## src/hw/rtl/stm_pkg.sv

```systemverilog
// Shared types and constants of the software timer bank.
`default_nettype none

package stm_pkg;

  localparam int unsigned TIMER_SLOTS = 8;
  localparam int unsigned ID_BITS     = 16;
  localparam int unsigned PERIOD_W    = 16;
  localparam int unsigned TIME_W      = 32;
  localparam int unsigned RES_ID_W    = 16;
  localparam int unsigned CMP_W       = (ID_BITS > RES_ID_W) ? ID_BITS : RES_ID_W;
  localparam int unsigned STEP_W      = (TIMER_SLOTS > 1) ? $clog2(TIMER_SLOTS) : 1;

  typedef enum logic [1:0] {
    OP_TICK = 2'd0,
    OP_ADD  = 2'd1,
    OP_STOP = 2'd2
  } op_e;

  typedef enum logic [2:0] {
    KIND_FIRED    = 3'd0,
    KIND_ADDED    = 3'd1,
    KIND_REFUSED  = 3'd2,
    KIND_STOPPED  = 3'd3,
    KIND_NOTFOUND = 3'd4,
    KIND_DONE     = 3'd5
  } kind_e;

  // One timer slot.
  typedef struct packed {
    logic                valid;
    logic [ID_BITS-1:0]  ident;
    logic [PERIOD_W-1:0] period;
    logic [TIME_W-1:0]   stamp;
    logic                single;
  } entry_t;

  // Shift controls broadcast to every cell.
  typedef struct packed {
    logic rot;   // ring step: every cell takes its upper neighbor
    logic sqz;   // compaction step: cells at or above the first hole shift down
  } cell_ctl_t;

endpackage

`default_nettype wire

```

## src/hw/rtl/stm_req_if.sv

```systemverilog
// Request channel: one word per tick, add or stop command.
`default_nettype none

interface stm_req_if;
  logic        valid;
  logic        ready;
  logic [1:0]  op;
  logic [31:0] now_ms;
  logic [15:0] period_ms;
  logic        one_shot;
  logic [15:0] timer_id;

  modport source (output valid, op, now_ms, period_ms, one_shot, timer_id, input ready);
  modport sink   (input valid, op, now_ms, period_ms, one_shot, timer_id, output ready);
endinterface

`default_nettype wire

```

## src/hw/rtl/stm_rsp_if.sv

```systemverilog
// Response channel: one word per result.
`default_nettype none

interface stm_rsp_if;
  logic        valid;
  logic        ready;
  logic [2:0]  kind;
  logic [15:0] result_id;
  logic        last;

  modport source (output valid, kind, result_id, last, input ready);
  modport sink   (input valid, kind, result_id, last, output ready);
endinterface

`default_nettype wire

```

## src/hw/rtl/stm_cfg_if.sv

```systemverilog
// Configuration write channel carrying the enable register.
`default_nettype none

interface stm_cfg_if;
  logic valid;
  logic ready;
  logic enable;

  modport source (output valid, enable, input ready);
  modport sink   (input valid, enable, output ready);
endinterface

`default_nettype wire

```

## src/hw/rtl/stm_cell.sv

```systemverilog
// One timer slot of the chain; loads from its upper neighbor on a shift.
`default_nettype none

module stm_cell (
  input  wire                logic  clk_i,
  input  wire                logic  rst_ni,
  input  stm_pkg::cell_ctl_t        ctl_i,
  input  wire                logic  hole_i,
  input  stm_pkg::entry_t           nbr_i,
  output stm_pkg::entry_t           entry_o,
  output logic                      hole_o
);

  logic            valid_q;
  stm_pkg::entry_t data_q;
  logic            load;

  // A hole at or below this cell lets the compaction step pull data down
  assign hole_o = hole_i | ~valid_q;
  assign load   = ctl_i.rot | (ctl_i.sqz & hole_o);

  // Hold the valid bit under reset
  always_ff @(posedge clk_i or negedge rst_ni) begin
    if (!rst_ni) begin
      valid_q <= 1'b0;
    end else if (load) begin
      valid_q <= nbr_i.valid;
    end
  end

  // Hold the slot payload
  always_ff @(posedge clk_i) begin
    if (load) begin
      data_q <= nbr_i;
    end
  end

  always_comb begin
    entry_o       = data_q;
    entry_o.valid = valid_q;
  end

endmodule

`default_nettype wire

```

## src/hw/rtl/software_timer_bank.sv

```systemverilog
// Software timer bank: a ring of timer cells walked by one head processor.
// Each tick, add or stop passes, from acceptance to the next acceptance, through
// TIMER_SLOTS ring steps via the head, TIMER_SLOTS compaction steps, the final
// word and the idle state in which the next request is accepted.
// Fired words leave during the ring steps; a stalled response port stalls the ring.
// Reset (asynchronous, active low) empties all slots and sets enable to 1.
`default_nettype none

module software_timer_bank (
  input  wire logic  clk_i,
  input  wire logic  rst_ni,
  stm_cfg_if.sink    cfg_i,
  stm_req_if.sink    req_i,
  stm_rsp_if.source  rsp_o
);

  typedef enum logic [3:0] {
    ST_IDLE = 4'b0001,
    ST_ROT  = 4'b0010,
    ST_SQZ  = 4'b0100,
    ST_FIN  = 4'b1000
  } state_e;

  state_e                          state_q;
  logic [stm_pkg::STEP_W-1:0]      cnt_q;
  logic                            enable_q;

  logic [1:0]                      op_q;
  logic [stm_pkg::TIME_W-1:0]      now_q;
  logic [stm_pkg::PERIOD_W-1:0]    intv_q;
  logic                            single_q;
  logic [stm_pkg::RES_ID_W-1:0]    want_q;

  logic                            found_q;
  logic                            added_q;
  logic                            seen_q;
  logic [stm_pkg::ID_BITS-1:0]     last_id_q;
  logic [stm_pkg::ID_BITS-1:0]     new_id_q;
  logic [stm_pkg::ID_BITS-1:0]     res_id_q;

  logic                            rsp_v_q;
  logic [2:0]                      rsp_kind_q;
  logic [stm_pkg::RES_ID_W-1:0]    rsp_id_q;
  logic                            rsp_last_q;

  stm_pkg::entry_t                 ent [stm_pkg::TIMER_SLOTS];
  logic                            hole [stm_pkg::TIMER_SLOTS+1];
  stm_pkg::entry_t                 head;
  stm_pkg::entry_t                 tail;
  stm_pkg::entry_t                 tail_in;
  stm_pkg::cell_ctl_t              ctl;

  logic                            go;
  logic                            step_last;
  logic                            accept;
  logic                            op_known;
  logic [stm_pkg::TIME_W-1:0]      elapsed;
  logic                            due;
  logic [stm_pkg::ID_BITS-1:0]     inc_id;
  logic [stm_pkg::ID_BITS-1:0]     new_id;
  logic                            match;
  logic                            fire;
  logic                            take_add;
  logic                            take_stop;
  logic                            load_fire;
  logic                            load_fin;
  logic [2:0]                      fin_kind;
  logic [stm_pkg::RES_ID_W-1:0]    fin_id;

  assign cfg_i.ready = 1'b1;
  assign req_i.ready = (state_q == ST_IDLE);
  assign accept      = req_i.valid & req_i.ready;
  assign op_known    = (req_i.op == stm_pkg::OP_TICK) || (req_i.op == stm_pkg::OP_ADD) ||
                       (req_i.op == stm_pkg::OP_STOP);

  assign go        = ~rsp_v_q | rsp_o.ready;
  assign step_last = (cnt_q == stm_pkg::STEP_W'(stm_pkg::TIMER_SLOTS - 1));

  // Cell chain: the head leaves at slot 0, the processed word enters at the top
  assign hole[0] = 1'b0;
  assign ctl.rot = (state_q == ST_ROT) & go;
  assign ctl.sqz = (state_q == ST_SQZ);
  assign tail_in = (state_q == ST_SQZ) ? '0 : tail;

  for (genvar i = 0; i < stm_pkg::TIMER_SLOTS; i++) begin : g_cell
    stm_pkg::entry_t nbr;
    if (i == stm_pkg::TIMER_SLOTS - 1) begin : g_top
      assign nbr = tail_in;
    end else begin : g_mid
      assign nbr = ent[i+1];
    end
    stm_cell u_cell (
      .clk_i   (clk_i),
      .rst_ni  (rst_ni),
      .ctl_i   (ctl),
      .hole_i  (hole[i]),
      .nbr_i   (nbr),
      .entry_o (ent[i]),
      .hole_o  (hole[i+1])
    );
  end

  // Head processing
  assign head    = ent[0];
  assign elapsed = now_q - head.stamp;
  assign due     = (elapsed >= stm_pkg::TIME_W'(head.period));
  assign inc_id  = last_id_q + 1'b1;
  assign new_id  = (!seen_q || inc_id == '0) ? stm_pkg::ID_BITS'(1) : inc_id;
  assign match   = (stm_pkg::CMP_W'(head.ident) == stm_pkg::CMP_W'(want_q));

  always_comb begin
    tail      = head;
    fire      = 1'b0;
    take_add  = 1'b0;
    take_stop = 1'b0;
    case (op_q)
      stm_pkg::OP_TICK: begin
        if (enable_q && head.valid && due) begin
          fire       = 1'b1;
          tail.stamp = now_q;
          if (head.single) begin
            tail.valid = 1'b0;
          end
        end
      end
      stm_pkg::OP_ADD: begin
        if (enable_q && !head.valid && !added_q) begin
          take_add    = 1'b1;
          tail.valid  = 1'b1;
          tail.ident  = new_id;
          tail.period = intv_q;
          tail.stamp  = now_q;
          tail.single = single_q;
        end
      end
      stm_pkg::OP_STOP: begin
        if (enable_q && want_q != '0 && !found_q && head.valid && match) begin
          take_stop  = 1'b1;
          tail.valid = 1'b0;
        end
      end
      default: ;
    endcase
  end

  // Final word of the item
  always_comb begin
    fin_kind = stm_pkg::KIND_DONE;
    fin_id   = '0;
    case (op_q)
      stm_pkg::OP_ADD: begin
        fin_kind = added_q ? stm_pkg::KIND_ADDED : stm_pkg::KIND_REFUSED;
        fin_id   = added_q ? stm_pkg::RES_ID_W'(new_id_q) : '0;
      end
      stm_pkg::OP_STOP: begin
        fin_kind = found_q ? stm_pkg::KIND_STOPPED : stm_pkg::KIND_NOTFOUND;
        fin_id   = found_q ? stm_pkg::RES_ID_W'(res_id_q) : '0;
      end
      default: ;
    endcase
  end

  assign load_fire = ctl.rot & fire;
  assign load_fin  = (state_q == ST_FIN) & go;

  // Enable register
  always_ff @(posedge clk_i or negedge rst_ni) begin
    if (!rst_ni) begin
      enable_q <= 1'b1;
    end else if (cfg_i.valid && cfg_i.ready) begin
      enable_q <= cfg_i.enable;
    end
  end

  // Sequencer and per-item flags
  always_ff @(posedge clk_i or negedge rst_ni) begin
    if (!rst_ni) begin
      state_q <= ST_IDLE;
      cnt_q   <= '0;
      found_q <= 1'b0;
      added_q <= 1'b0;
      seen_q  <= 1'b0;
    end else begin
      case (state_q)
        ST_IDLE: begin
          if (accept && op_known) begin
            state_q <= ST_ROT;
            cnt_q   <= '0;
            found_q <= 1'b0;
            added_q <= 1'b0;
            seen_q  <= 1'b0;
          end
        end
        ST_ROT: begin
          if (go) begin
            if (take_add) begin
              added_q <= 1'b1;
            end
            if (take_stop) begin
              found_q <= 1'b1;
            end
            if (head.valid) begin
              seen_q <= 1'b1;
            end
            cnt_q <= cnt_q + 1'b1;
            if (step_last) begin
              cnt_q   <= '0;
              state_q <= ST_SQZ;
            end
          end
        end
        ST_SQZ: begin
          cnt_q <= cnt_q + 1'b1;
          if (step_last) begin
            cnt_q   <= '0;
            state_q <= ST_FIN;
          end
        end
        ST_FIN: begin
          if (go) begin
            state_q <= ST_IDLE;
          end
        end
        default: state_q <= ST_IDLE;
      endcase
    end
  end

  // Latch the request word and head results
  always_ff @(posedge clk_i) begin
    if (accept) begin
      op_q     <= req_i.op;
      now_q    <= req_i.now_ms;
      intv_q   <= req_i.period_ms;
      single_q <= req_i.one_shot;
      want_q   <= req_i.timer_id;
    end
    if (ctl.rot && head.valid) begin
      last_id_q <= head.ident;
    end
    if (ctl.rot && take_add) begin
      new_id_q <= new_id;
    end
    if (ctl.rot && take_stop) begin
      res_id_q <= head.ident;
    end
  end

  // Response register
  always_ff @(posedge clk_i or negedge rst_ni) begin
    if (!rst_ni) begin
      rsp_v_q <= 1'b0;
    end else if (load_fire || load_fin) begin
      rsp_v_q <= 1'b1;
    end else if (rsp_o.ready) begin
      rsp_v_q <= 1'b0;
    end
  end

  always_ff @(posedge clk_i) begin
    if (load_fire) begin
      rsp_kind_q <= stm_pkg::KIND_FIRED;
      rsp_id_q   <= stm_pkg::RES_ID_W'(head.ident);
      rsp_last_q <= 1'b0;
    end else if (load_fin) begin
      rsp_kind_q <= fin_kind;
      rsp_id_q   <= fin_id;
      rsp_last_q <= 1'b1;
    end
  end

  assign rsp_o.valid     = rsp_v_q;
  assign rsp_o.kind      = rsp_kind_q;
  assign rsp_o.result_id = rsp_id_q;
  assign rsp_o.last      = rsp_last_q;

endmodule

`default_nettype wire

```

## src/flat_wrapper.sv

```systemverilog
// flat-port wrapper written by rule: the top's interface ports become plain ports
module software_timer_bank_flat 
  (clk_i, rst_ni, cfg_i_valid, cfg_i_enable, cfg_i_ready, req_i_valid, req_i_op, req_i_now_ms, req_i_period_ms, req_i_one_shot, req_i_timer_id, req_i_ready, rsp_o_valid, rsp_o_kind, rsp_o_result_id, rsp_o_last, rsp_o_ready);
  stm_cfg_if cfg_i_i ();
  stm_req_if req_i_i ();
  stm_rsp_if rsp_o_i ();
  input  wire logic clk_i;
  input  wire logic rst_ni;
  input wire logic [$bits(cfg_i_i.valid)-1:0] cfg_i_valid;
  input wire logic [$bits(cfg_i_i.enable)-1:0] cfg_i_enable;
  output wire logic [$bits(cfg_i_i.ready)-1:0] cfg_i_ready;
  input wire logic [$bits(req_i_i.valid)-1:0] req_i_valid;
  input wire logic [$bits(req_i_i.op)-1:0] req_i_op;
  input wire logic [$bits(req_i_i.now_ms)-1:0] req_i_now_ms;
  input wire logic [$bits(req_i_i.period_ms)-1:0] req_i_period_ms;
  input wire logic [$bits(req_i_i.one_shot)-1:0] req_i_one_shot;
  input wire logic [$bits(req_i_i.timer_id)-1:0] req_i_timer_id;
  output wire logic [$bits(req_i_i.ready)-1:0] req_i_ready;
  output wire logic [$bits(rsp_o_i.valid)-1:0] rsp_o_valid;
  output wire logic [$bits(rsp_o_i.kind)-1:0] rsp_o_kind;
  output wire logic [$bits(rsp_o_i.result_id)-1:0] rsp_o_result_id;
  output wire logic [$bits(rsp_o_i.last)-1:0] rsp_o_last;
  input wire logic [$bits(rsp_o_i.ready)-1:0] rsp_o_ready;
  assign cfg_i_i.valid = cfg_i_valid;
  assign cfg_i_i.enable = cfg_i_enable;
  assign cfg_i_ready = cfg_i_i.ready;
  assign req_i_i.valid = req_i_valid;
  assign req_i_i.op = req_i_op;
  assign req_i_i.now_ms = req_i_now_ms;
  assign req_i_i.period_ms = req_i_period_ms;
  assign req_i_i.one_shot = req_i_one_shot;
  assign req_i_i.timer_id = req_i_timer_id;
  assign req_i_ready = req_i_i.ready;
  assign rsp_o_valid = rsp_o_i.valid;
  assign rsp_o_kind = rsp_o_i.kind;
  assign rsp_o_result_id = rsp_o_i.result_id;
  assign rsp_o_last = rsp_o_i.last;
  assign rsp_o_i.ready = rsp_o_ready;
  software_timer_bank u_core (.clk_i(clk_i), .rst_ni(rst_ni), .cfg_i(cfg_i_i), .req_i(req_i_i), .rsp_o(rsp_o_i));
endmodule
```

## config.mk

```make
export PLATFORM = sky130hd
export DESIGN_NAME = software_timer_bank_flat
export DESIGN_NICKNAME = d
export VERILOG_FILES = /design/src/hw/rtl/stm_pkg.sv /design/src/hw/rtl/stm_req_if.sv /design/src/hw/rtl/stm_rsp_if.sv /design/src/hw/rtl/stm_cfg_if.sv /design/src/hw/rtl/stm_cell.sv /design/src/hw/rtl/software_timer_bank.sv /design/src/flat_wrapper.sv
export SDC_FILE = /design/constraint.sdc
export NUM_CORES = 1
export LEC_CHECK = 0
export BUFFER_PORTS_ARGS = -buffer_cell sky130_fd_sc_hd__buf_2
export CAP_MARGIN = 25
export CORE_UTILIZATION = 61
export CTS_BUF_LIST = sky130_fd_sc_hd__clkbuf_16
export CTS_CLUSTER_DIAMETER = 120
export DETAILED_ROUTE_END_ITERATION = 7
export PLACE_DENSITY_LB_ADDON = 0.25
export SLEW_MARGIN = 20
export SYNTH_ARGS = -nofsm -noshare
export SYNTH_HDL_FRONTEND = slang
export SYNTH_SLANG_ARGS = --single-unit
```

## constraint.sdc

```tcl
create_clock -name clk_i -period 8.8 [get_ports clk_i]
set_clock_uncertainty 0.05 [all_clocks]
set_input_delay 1.32 -clock clk_i [delete_from_list [all_inputs] [get_ports clk_i]]
set_output_delay 1.32 -clock clk_i [all_outputs]
set_load 0.01 [all_outputs]
```

==> results of run 1 <==
==> worst max-delay path: stages, from the launching register on <==
cell and delay, ns:
edfxtp_1 0.40, ha_1 0.25, fa_1 0.42, nor2b_1 0.22
o2111ai_1 0.23, a211oi_2 0.46, nor3_1 0.13, o21ai_0 0.21
xnor2_1 0.14, ha_1 0.25, nor2b_1 0.13, o21ai_0 0.20
o2111ai_1 0.14, or4_1 0.43, nor4_1 0.42, and4_4 0.33
or3_4 0.32, nand2_1 0.49
==> state kept, by name (all words and copies together) (netlist names), 2 cells and up <==
signal / cells
u_core.cnt_q: 3
u_core.g_cell.u_cell.entry_o: 520
u_core.g_cell.u_cell.valid_q: 8
u_core.intv_q: 16
u_core.last_id_q: 16
u_core.new_id_q: 16
u_core.now_q: 32
u_core.op_q: 2
u_core.res_id_q: 16
u_core.rsp_o.kind: 3
u_core.rsp_o.result_id: 16
u_core.state_q: 4
u_core.want_q: 16
==> metrics by stage <==
step | power, uW | setup WS [ns]
2_1_floorplan | 5190 | 0.373
5_1_grt | 8520 | 2.69
3_3_place_gp | 5540 | 3.48
4_1_cts | 8250 | 3.18
3_5_place_dp | 5590 | 3.21
6_report | 8190 | 3.15
==> placed cells by master, fill, tap and decap left out, types with 19 or more instances in the layout <==
master,synthesis,routed
nor3_1,20,19
o21ai_0,30,26
nand2_1,119,118
edfxtp_1,651,651
a21oi_1,77,77
clkbuf_16,0,68
nor2b_1,26,26
a22oi_1,19,19
nand3_1,21,21
xnor2_1,38,38
nand4_1,19,19
buf_2,9,94
ha_1,54,54
nor2_1,55,55
inv_1,68,82
a32o_1,33,33
==> cells by family (layout without fill, tap and decap cells) <==
family	count (synthesis)	in the layout	synth area share, %
DFF	675	675	78.9
and+or+nand+nor	336	336	6.48
AOI/OAI and AO/OA	254	254	7.07
buffers and inverters	119	298	2.04
adders and majority gates	55	55	2.73
xor gates and xnor gates	54	54	1.85
muxes	20	20	0.868
other	1	1	0.0147
==> how the worst max path moves through the flow <==
stage                                             from                                 end  slack [ns]  cells after the start
floorplan                                  rsp_o_ready  u_core.g_cell[7].u_cell.entry_o[0]        0.37                      6
global placement    u_core.g_cell[0].u_cell.entry_o[1]           u_core.rsp_o.result_id[1]        3.48                     17
detailed placement  u_core.g_cell[0].u_cell.entry_o[1]           u_core.rsp_o.result_id[4]        3.21                     17
CTS                 u_core.g_cell[0].u_cell.entry_o[1]           u_core.rsp_o.result_id[1]        3.18                     17
global route        u_core.g_cell[0].u_cell.entry_o[1]           u_core.rsp_o.result_id[8]        2.69                     17
finish              u_core.g_cell[0].u_cell.entry_o[1]           u_core.rsp_o.result_id[1]        3.15                     17
==> power groups by stage <==
| stage | registers (uW) | clock network [uW] | logic [uW] |
|---|---|---|---|
| floorplan | 4370 | 0 | 819 |
| global placement | 4400 | 0 | 1140 |
| detailed placement | 4420 | 0 | 1170 |
| CTS | 4370 | 2700 | 1180 |
| global route | 4410 | 2820 | 1290 |
| finish | 4370 | 2650 | 1160 |
==> final cells by class <==
type | instances | area (um2)
inverter | 68 | 255
clock buffer | 68 | 1700
fill | 2588 | 12400
timing repair buffer | 112 | 626
tap | 532 | 666
sequential | 675 | 20100
multi-input combinational | 720 | 4910
clock inverter | 50 | 348
==> layer usage <==
| layer | GRT usage, % | up-vias |
|---|---|---|
| li1 | - | 6069 |
| met1 | 36.5 | 6646 |
| met3 | 4.29 | 70 |
| met4 | 8.01 | 0 |
| met2 | 38.2 | 484 |
| met5 | 0.238 | - |
==> flow_summary.json, run 1 <==
{
  "grt_remaining_overflow": 0,
  "r2r-end": "u_core.rsp_o.result_id[1]",
  "place_congestion": 0.899,
  "ant_nets": 0,
  "place_area_mm2": 0.0266,
  "hold_start": "u_core.g_cell[6].u_cell.entry_o[55]",
  "nNetsFinal": 1772,
  "peakVddDrop_mv": 0.207,
  "hold-path-endpoint": "u_core.g_cell[5].u_cell.entry_o[55]",
  "drt-total-wl_mm": 51.0,
  "die_h_um": 206,
  "powerDensity_mw_per_mm2": 286,
  "hold_viol_final": 0,
  "cts_resized": 0,
  "syn_area_per_cell_um2": 16.8,
  "clock_path_buffers": 3,
  "dr.pass1.iters": 8,
  "setup_tns_ns": 0,
  "grt_pass1_wl_mm": 76.9,
  "crit_arrival_ns": 5.78,
  "syn_area_mm2": 0.0255,
  "crit_type": "reg -> reg",
  "cts.htree.levels": 3,
  "synth_async_sr_flop_share_pct": 2.96,
  "timing_worst_slew_pin_value_ns": 1.09,
  "yosys_warnings": 0,
  "track_usage_pct": 24.9,
  "synth_ff_type": "edfxtp_1",
  "internal_power_uw": 6010,
  "switching_share_pct": 26.6,
  "die_w_um": 206,
  "holdWs_ns": 0.350,
  "combPwrFrac_pct": 14.2,
  "fmax_mhz": 177,
  "design_area_mm2": 0.0286,
  "hold_buffers": 0,
  "cp_max_fo": 21,
  "synth_edf_count": 651,
  "synthCells": 1514,
  "p_leak_uw": 0.00992,
  "critPathRequiredTime_ns": 8.93,
  "drc": 5,
  "post_drt_wl_per_cell_um": 22.9,
  "slew_viol_final": 0,
  "cts-buffers-inserted": 67,
  "netlist.area_leader.share_pct": 76.7,
  "finalSetupViolCount": 0,
  "wl_met1_mm": 22.9,
  "dp_hpwl_mm": 32.3,
  "slew_headroom_pct": 27.6,
  "r2r_cells": 17,
  "hold_depth": 0,
  "netlist_top_cells_area": "edfxtp_1 77%, ha_1 2.6%, dfrtp_1 1.8%, nand2_1 1.8%, a21oi_1 1.5%",
  "vias_per_cell": 5.96,
  "reg2reg_slack_ns": 3.15,
  "wl_met2_mm": 24.0,
  "seqPwrFrac_pct": 53.4,
  "synth-seq-cells": 675,
  "drt_iter0_markers": 1228,
  "final_layout_size_suffix_gt1_share_pct": 13.7,
  "antenna_found_initial": 0,
  "dpl.cell_count": 2107,
  "period_share_pct": 64.2,
  "cap_violations": 0,
  "finish.utilization_pct": 69.8,
  "core-area_mm2": 0.0410,
  "syn_nets": 1642,
  "area_delta_synth_final_pct": 12.3,
  "post-cts-setup-buffer-count": 0,
  "io_buffer_count": 94,
  "dr_wl_met3_mm": 3.21,
  "outcome": "finished with violations",
  "fin_cells": 2225,
  "yosysUniqueCellTypes": 77,
  "end_kind": "register",
  "synth_largest_area_cell": "edfxtp_1",
  "clk_pin_slew_ns": 0.06,
  "worstSkewPairLatency_ns": 0.60,
  "grt_pass1_vias": 13095,
  "cts_sinks": 675,
  "vias": 13269,
  "num_rows": 74,
  "cts_tree": "done",
  "num_antenna_cells": 0,
  "rsz0062_at_grt": "false",
  "yosysMostFrequentCell": "edfxtp_1",
  "violations": "DRC",
  "start_kind": "register",
  "top_layer_used": "met4",
  "reg2reg_from": "u_core.g_cell[0].u_cell.entry_o[1]",
  "grt_max_degree": 69,
  "power.share.clock_pct": 32.4,
  "ioPinCount": 96,
  "p_switching_uw": 2180,
  "die_area_mm2": 0.0426,
  "min_path_type": "reg -> reg",
  "start_util_pct": 62.2,
  "min_period_ns": 5.65,
  "synth_seq_area_share_pct": 78.9,
  "synth_commonest_cells": "651 x edfxtp_1, 119 x nand2_1, 77 x a21oi_1, 68 x inv_1, 55 x nor2_1",
  "root_buffer": "clkbuf_16"
}
(Power assumes the default switching activity.)
==> run 2, diff against run 1 <==
CORE_UTILIZATION = 55   (was 61)
clock period = 4.7 ns   (was 8.8 ns; I/O delays follow)
==> run 2 against run 1 <==
Effect of this change:
- the flow now finishes without violations
- cell count is 5.8% higher
- sequential share of layout area is 2.3 points lower
- largest cell class unchanged
- clock power is 97% higher
- register-to-register slack worse by 3.1 ns
==> flow_summary.json, run 2 (same netlist as run 1, synthesis figures left out) <==
{
  "outcome": "complete, no violations",
  "grt_max_degree": 67,
  "peakVddDrop_mv": 0.419,
  "final_layout_size_suffix_gt1_share_pct": 18.9,
  "track_usage_pct": 22.3,
  "hold_viol_final": 0,
  "mostFrequentLayoutCell": "edfxtp_1",
  "slew_viol_final": 0,
  "drc": 0,
  "cp_max_fo": 5,
  "place_congestion": 0.898,
  "power_uw": 15800,
  "powerDensity_mw_per_mm2": 534,
  "drt_iter0_markers": 1186,
  "cap_violations": 0,
  "dr.pass1.iters": 8,
  "grt_remaining_overflow": 0,
  "timing_worst_slew_pin_value_ns": 0.983,
  "design_area_mm2": 0.0296,
  "rsz0062_at_grt": "true",
  "vias": 13483,
  "start_kind": "register",
  "finish.utilization_pct": 65.0,
  "largest_reg_flops": 520,
  "p_leak_uw": 0.0103,
  "period_share_pct": 98.0,
  "start_util_pct": 56.0,
  "end_kind": "register",
  "fmax_mhz": 217,
  "grt_pass1_wl_mm": 77.5,
  "cts.htree.levels": 3,
  "die_w_um": 217,
  "ioPinCount": 96,
  "drt-total-wl_mm": 52.1,
  "crit_arrival_ns": 4.91,
  "clk_pin_slew_ns": 0.06,
  "nNetsFinal": 1827,
  "num_rows": 78,
  "grt_pass1_vias": 13153,
  "min_period_ns": 4.61,
  "clock_path_buffers": 3,
  "cts_sinks": 675,
  "ant_nets": 0,
  "min_path_type": "in -> reg",
  "antenna_found_initial": 2,
  "root_buffer": "clkbuf_16",
  "num_antenna_cells": 0,
  "finalSetupViolCount": 0,
  "mostFrequentLayoutCells": "651 x edfxtp_1, 116 x nand2_1, 94 x buf_2",
  "cts_tree": "done",
  "post_drt_wl_per_cell_um": 22.1,
  "place_area_mm2": 0.0270,
  "core-area_mm2": 0.0456,
  "die_h_um": 217,
  "worstSkewPairLatency_ns": 0.61,
  "io_buffer_count": 94,
  "slew_headroom_pct": 34.5,
  "crit_type": "reg -> reg",
  "critPathRequiredTime_ns": 5.00,
  "die_area_mm2": 0.0472,
  "area_delta_synth_final_pct": 16.1,
  "vias_per_cell": 5.73,
  "dp_hpwl_mm": 32.8,
  "cts-buffers-inserted": 67
}
## run 2: changes by cell type in the layout (fill, tap and decap cells not counted), moves of 4 or more
cell       change
mux2_1        -14
mux2_4        +15
buf_4         +37
a21oi_1        -7
a21oi_2        +7
inv_1          -4
bufinv_16      +4
buf_12         +9
## run 2: final timing paths
path	startpoint	to	slack, ns	depth (start not counted)
setup / recovery	u_core.g_cell[0].u_cell.entry_o[1]	u_core.rsp_o.result_id[7]	0.09	21
hold reg to reg	u_core.g_cell[1].u_cell.entry_o[8]	u_core.g_cell[0].u_cell.entry_o[8]	0.36	0
min in group asynchronous	rst_ni	u_core.state_q[1]	0.54	2
hold / removal	req_i_period_ms[11]	u_core.intv_q[11]	0.22	1
setup reg to reg	u_core.g_cell[0].u_cell.entry_o[1]	u_core.rsp_o.result_id[7]	0.09	21
max in group asynchronous	rst_ni	u_core.enable_q	3.72	2
## run 2: per-layer routing
| metal | track usage (%) | up-vias | share of wire [%] |
|---|---|---|---|
| met5 | 0 | - | 0.044 |
| met4 | 7.37 | 4 | 2.3 |
| met3 | 4.40 | 81 | 5.8 |
| met2 | 33.6 | 384 | 46 |
| met1 | 32.9 | 6813 | 46 |
| li1 | - | 6201 | - |
## run 2: critical path, cell delays in order, from the launching register on
cell       delay [ns]
edfxtp_1         0.43
ha_4             0.20
buf_6            0.11
nor2b_4          0.11
o2111ai_2        0.12
buf_4            0.16
a211o_1          0.29
buf_4            0.17
a21oi_2          0.13
nor2_1           0.07
xnor2_1          0.15
ha_1             0.32
nand4_1          0.10
or3_1            0.14
a21oi_2          0.04
or4_4            0.56
nor4_4           0.15
buf_4            0.15
and4_4           0.26
buf_12           0.13
or3_4            0.21
mux2_4           0.32
## run 2: what timing repair did
action,CTS,global route
endpoints found under the setup margin,68,69
pin swaps,6,44
gates resized for setup,22,33
hold endpoints to repair,9,0
buffers inserted,5,4
hold buffers,1,0
cloned,5,2
## run 2: per-stage QoR
stage	hold slack (ns)	instances	setup TNS (ns)	setup slack (ns)
finish	0.220	2354	0	0.0922
global route	0.192	2354	-2.34	-0.0968
CTS	0.189	2347	0	0.0145
detailed placement	0.355	2212	-11.81	-0.265
global placement	0.350	2212	-9.21	-0.213
floorplan	0.350	1514	-9.18	-0.0668
## run 2: area by class of cell
cell class	count	area [um2]
well taps	600	751
flip-flops and latches	675	20100
clock buffers	67	1680
clock inverters	57	490
inverters	68	255
repair buffers	164	1180
multi-input cells	723	5120
fillers	3135	16000
## run 2: power by group
part	total (uW)	switching (uW)	internal, uW
clock network	5210	2240	2970
registers	8170	381	7790
logic	2440	1580	860
==> run 3, diff against run 2 <==
CORE_UTILIZATION = 61   (was 55)
GPL_TIMING_DRIVEN = 0   (was default)
clock period = 5.47 ns   (was 4.7 ns; I/O delays follow)
==> run 3 against run 2 <==
Effect of this change:
- the flow now finishes with violations (DRC)
- non-clock buffer count increased by 6
- fmax decreased by 13%
- sequential share of layout area increased by 0.49 points
- largest power group unchanged
==> flow_summary.json, run 3 (same netlist as run 1, synthesis figures left out) <==
{
  "p_leak_uw": 0.0102,
  "finalSetupViolCount": 0,
  "outcome": "finished with violations",
  "num_rows": 74,
  "place_congestion": 0.892,
  "crit_arrival_ns": 5.59,
  "peakVddDrop_mv": 0.362,
  "die_h_um": 206,
  "switching_share_pct": 26.7,
  "power.share.clock_pct": 31.9,
  "mostFrequentLayoutCells": "651 x edfxtp_1, 117 x nand2_1, 102 x buf_2",
  "clk_pin_slew_ns": 0.07,
  "path_common_cell": "ha_1",
  "timing_worst_slew_pin_value_ns": 0.967,
  "io_buffer_count": 94,
  "ant_nets": 0,
  "clock_path_buffers": 3,
  "seq_area_mm2": 0.0201,
  "period_share_pct": 97.2,
  "drt_iter0_markers": 1243,
  "fill_cells": 2491,
  "core-area_mm2": 0.0410,
  "internal_power_uw": 9860,
  "start_kind": "register",
  "vias": 13493,
  "die_w_um": 206,
  "antenna_found_initial": 0,
  "start_util_pct": 62.2,
  "drt-total-wl_mm": 50.9,
  "mostFrequentLayoutCell": "edfxtp_1",
  "min_period_ns": 5.31,
  "cts-buffers-inserted": 67,
  "worstSkewPairLatency_ns": 0.60,
  "cp_max_fo": 10,
  "cts_tree": "done",
  "grt_pass1_vias": 13181,
  "cts.htree.levels": 3,
  "min_path_type": "in -> async",
  "violations": "DRC",
  "powerDensity_mw_per_mm2": 457,
  "vias_per_cell": 5.91,
  "grt_remaining_overflow": 0,
  "grt_pass1_wl_mm": 76.5,
  "slew_viol_final": 0,
  "cts_sinks": 675,
  "post_drt_wl_per_cell_um": 22.3,
  "critPathRequiredTime_ns": 5.75,
  "dr.pass1.iters": 8,
  "nNetsFinal": 1830,
  "final_layout_size_suffix_gt1_share_pct": 15.9,
  "slew_headroom_pct": 35.5,
  "fmax_mhz": 188,
  "area_delta_synth_final_pct": 15.3,
  "ioPinCount": 96,
  "num_antenna_cells": 0,
  "crit_chain": "ha_1 -> fa_1 -> nor2b_2 -> o2111ai_2 -> a211oi_2 -> nor3_1 -> o21ai_0 -> xnor2_1 -> ha_1 -> nor2b_1 -> o21ai_1 -> o2111ai_1 -> or4_1 -> nor4_4 -> and4_4 -> or3_4 -> buf_6 -> mux2_1",
  "power_uw": 13400,
  "holdWs_ns": 0.157,
  "r2r-end": "u_core.rsp_o.result_id[2]",
  "multi_input_area_mm2": 0.00498,
  "crit_slowest_cell": "or4_1",
  "crit_path_max_incr_delay_ns": 0.48,
  "setup_tns_ns": 0,
  "grt_max_degree": 46,
  "r2r_cells": 18,
  "combPwrFrac_pct": 16.2,
  "track_usage_pct": 24.5,
  "reg2reg_slack_ns": 0.16,
  "dp_hpwl_mm": 34.3,
  "reg2reg_from": "u_core.g_cell[0].u_cell.entry_o[1]",
  "finish.utilization_pct": 71.7,
  "die_area_mm2": 0.0426,
  "drc": 5,
  "hold_viol_final": 0,
  "p_switching_uw": 3590,
  "end_kind": "register",
  "seqPwrFrac_pct": 51.8,
  "cap_violations": 0,
  "crit_type": "reg -> reg",
  "largest_reg_flops": 520,
  "root_buffer": "clkbuf_16"
}
==> run 3: cell types whose count changed in the layout (fill, tap and decap cells not counted), moves of 7 or more <==
cell and change:
buf_4 -50, a21oi_2 -7, buf_2 +8, mux2_1 +14, buf_12 -8, mux2_4 -15
clkbuf_1 +30, buf_16 +15
==> run 3: final cells by class <==
type | instances | area share (%)
timing repair buffer | 119 | 3.49
buffer | 51 | 0.911
multi-input combinational | 720 | 17.0
clock inverter | 49 | 1.12
clock buffer | 69 | 5.87
tap | 532 | 2.26
inverter | 68 | 0.885
sequential | 675 | 68.5
==> run 3: stage by stage <==
step           area, um2  worst slack (ns)  std cells
2_1_floorplan      25500             -1.09       1514
3_3_place_gp       26600             -4.57       2140
3_5_place_dp       27200            -0.422       2161
4_1_cts            29300            0.0460       2280
5_1_grt            29400           -0.0273       2283
6_report           29400             0.155       2283
==> run 3: per-layer routing <==
metal	GRT usage, %	vias to the layer above	wire, um
li1	-	6188	-
met1	36.6	6715	22900
met2	37.1	489	23500
met3	4.37	101	3140
met4	7.83	0	1310
met5	0	-	0
==> run 3: repair_timing <==
action	in CTS	in global routing
pin swaps	1	2
hold buffers	0	0
resized for setup	3	10
gates cloned	0	0
setup endpoints to repair	63	61
setup buffers	1	2
==> run 3: worst max-delay path by stage <==
| stage | startpoint | endpoint | depth (start not counted) |
|---|---|---|---|
| after floorplan | u_core.state_q[3] | u_core.g_cell[4].u_cell.entry_o[0] | 5 |
| after global placement | u_core.state_q[2] | u_core.g_cell[3].u_cell.valid_q | 6 |
| after detailed placement | u_core.g_cell[0].u_cell.entry_o[1] | u_core.rsp_o.result_id[4] | 18 |
| after CTS | u_core.g_cell[0].u_cell.entry_o[1] | u_core.g_cell[7].u_cell.entry_o[18] | 18 |
| after global routing | u_core.g_cell[0].u_cell.entry_o[1] | u_core.rsp_o.result_id[9] | 18 |
| final | u_core.g_cell[0].u_cell.entry_o[1] | u_core.rsp_o.result_id[2] | 18 |
==> run 3: power groups by stage <==
stage	clock network (uW)	registers, uW	logic, uW
finish	4290	6970	2180
global route	4570	7020	2380
CTS	4390	6970	2160
detailed placement	0	7060	2130
global placement	0	7160	1850
floorplan	0	7010	1320
==> run 3: worst max-delay path: cells and delay by family (launching register included) <==
family | cells | cell delay (ns)
flops | 1 | 0.46
buf+inv | 1 | 0.17
compound gates | 5 | 1.06
mux | 1 | 0.36
fa+ha+maj | 3 | 1.04
xor+xnor | 1 | 0.20
simple gates | 7 | 1.68
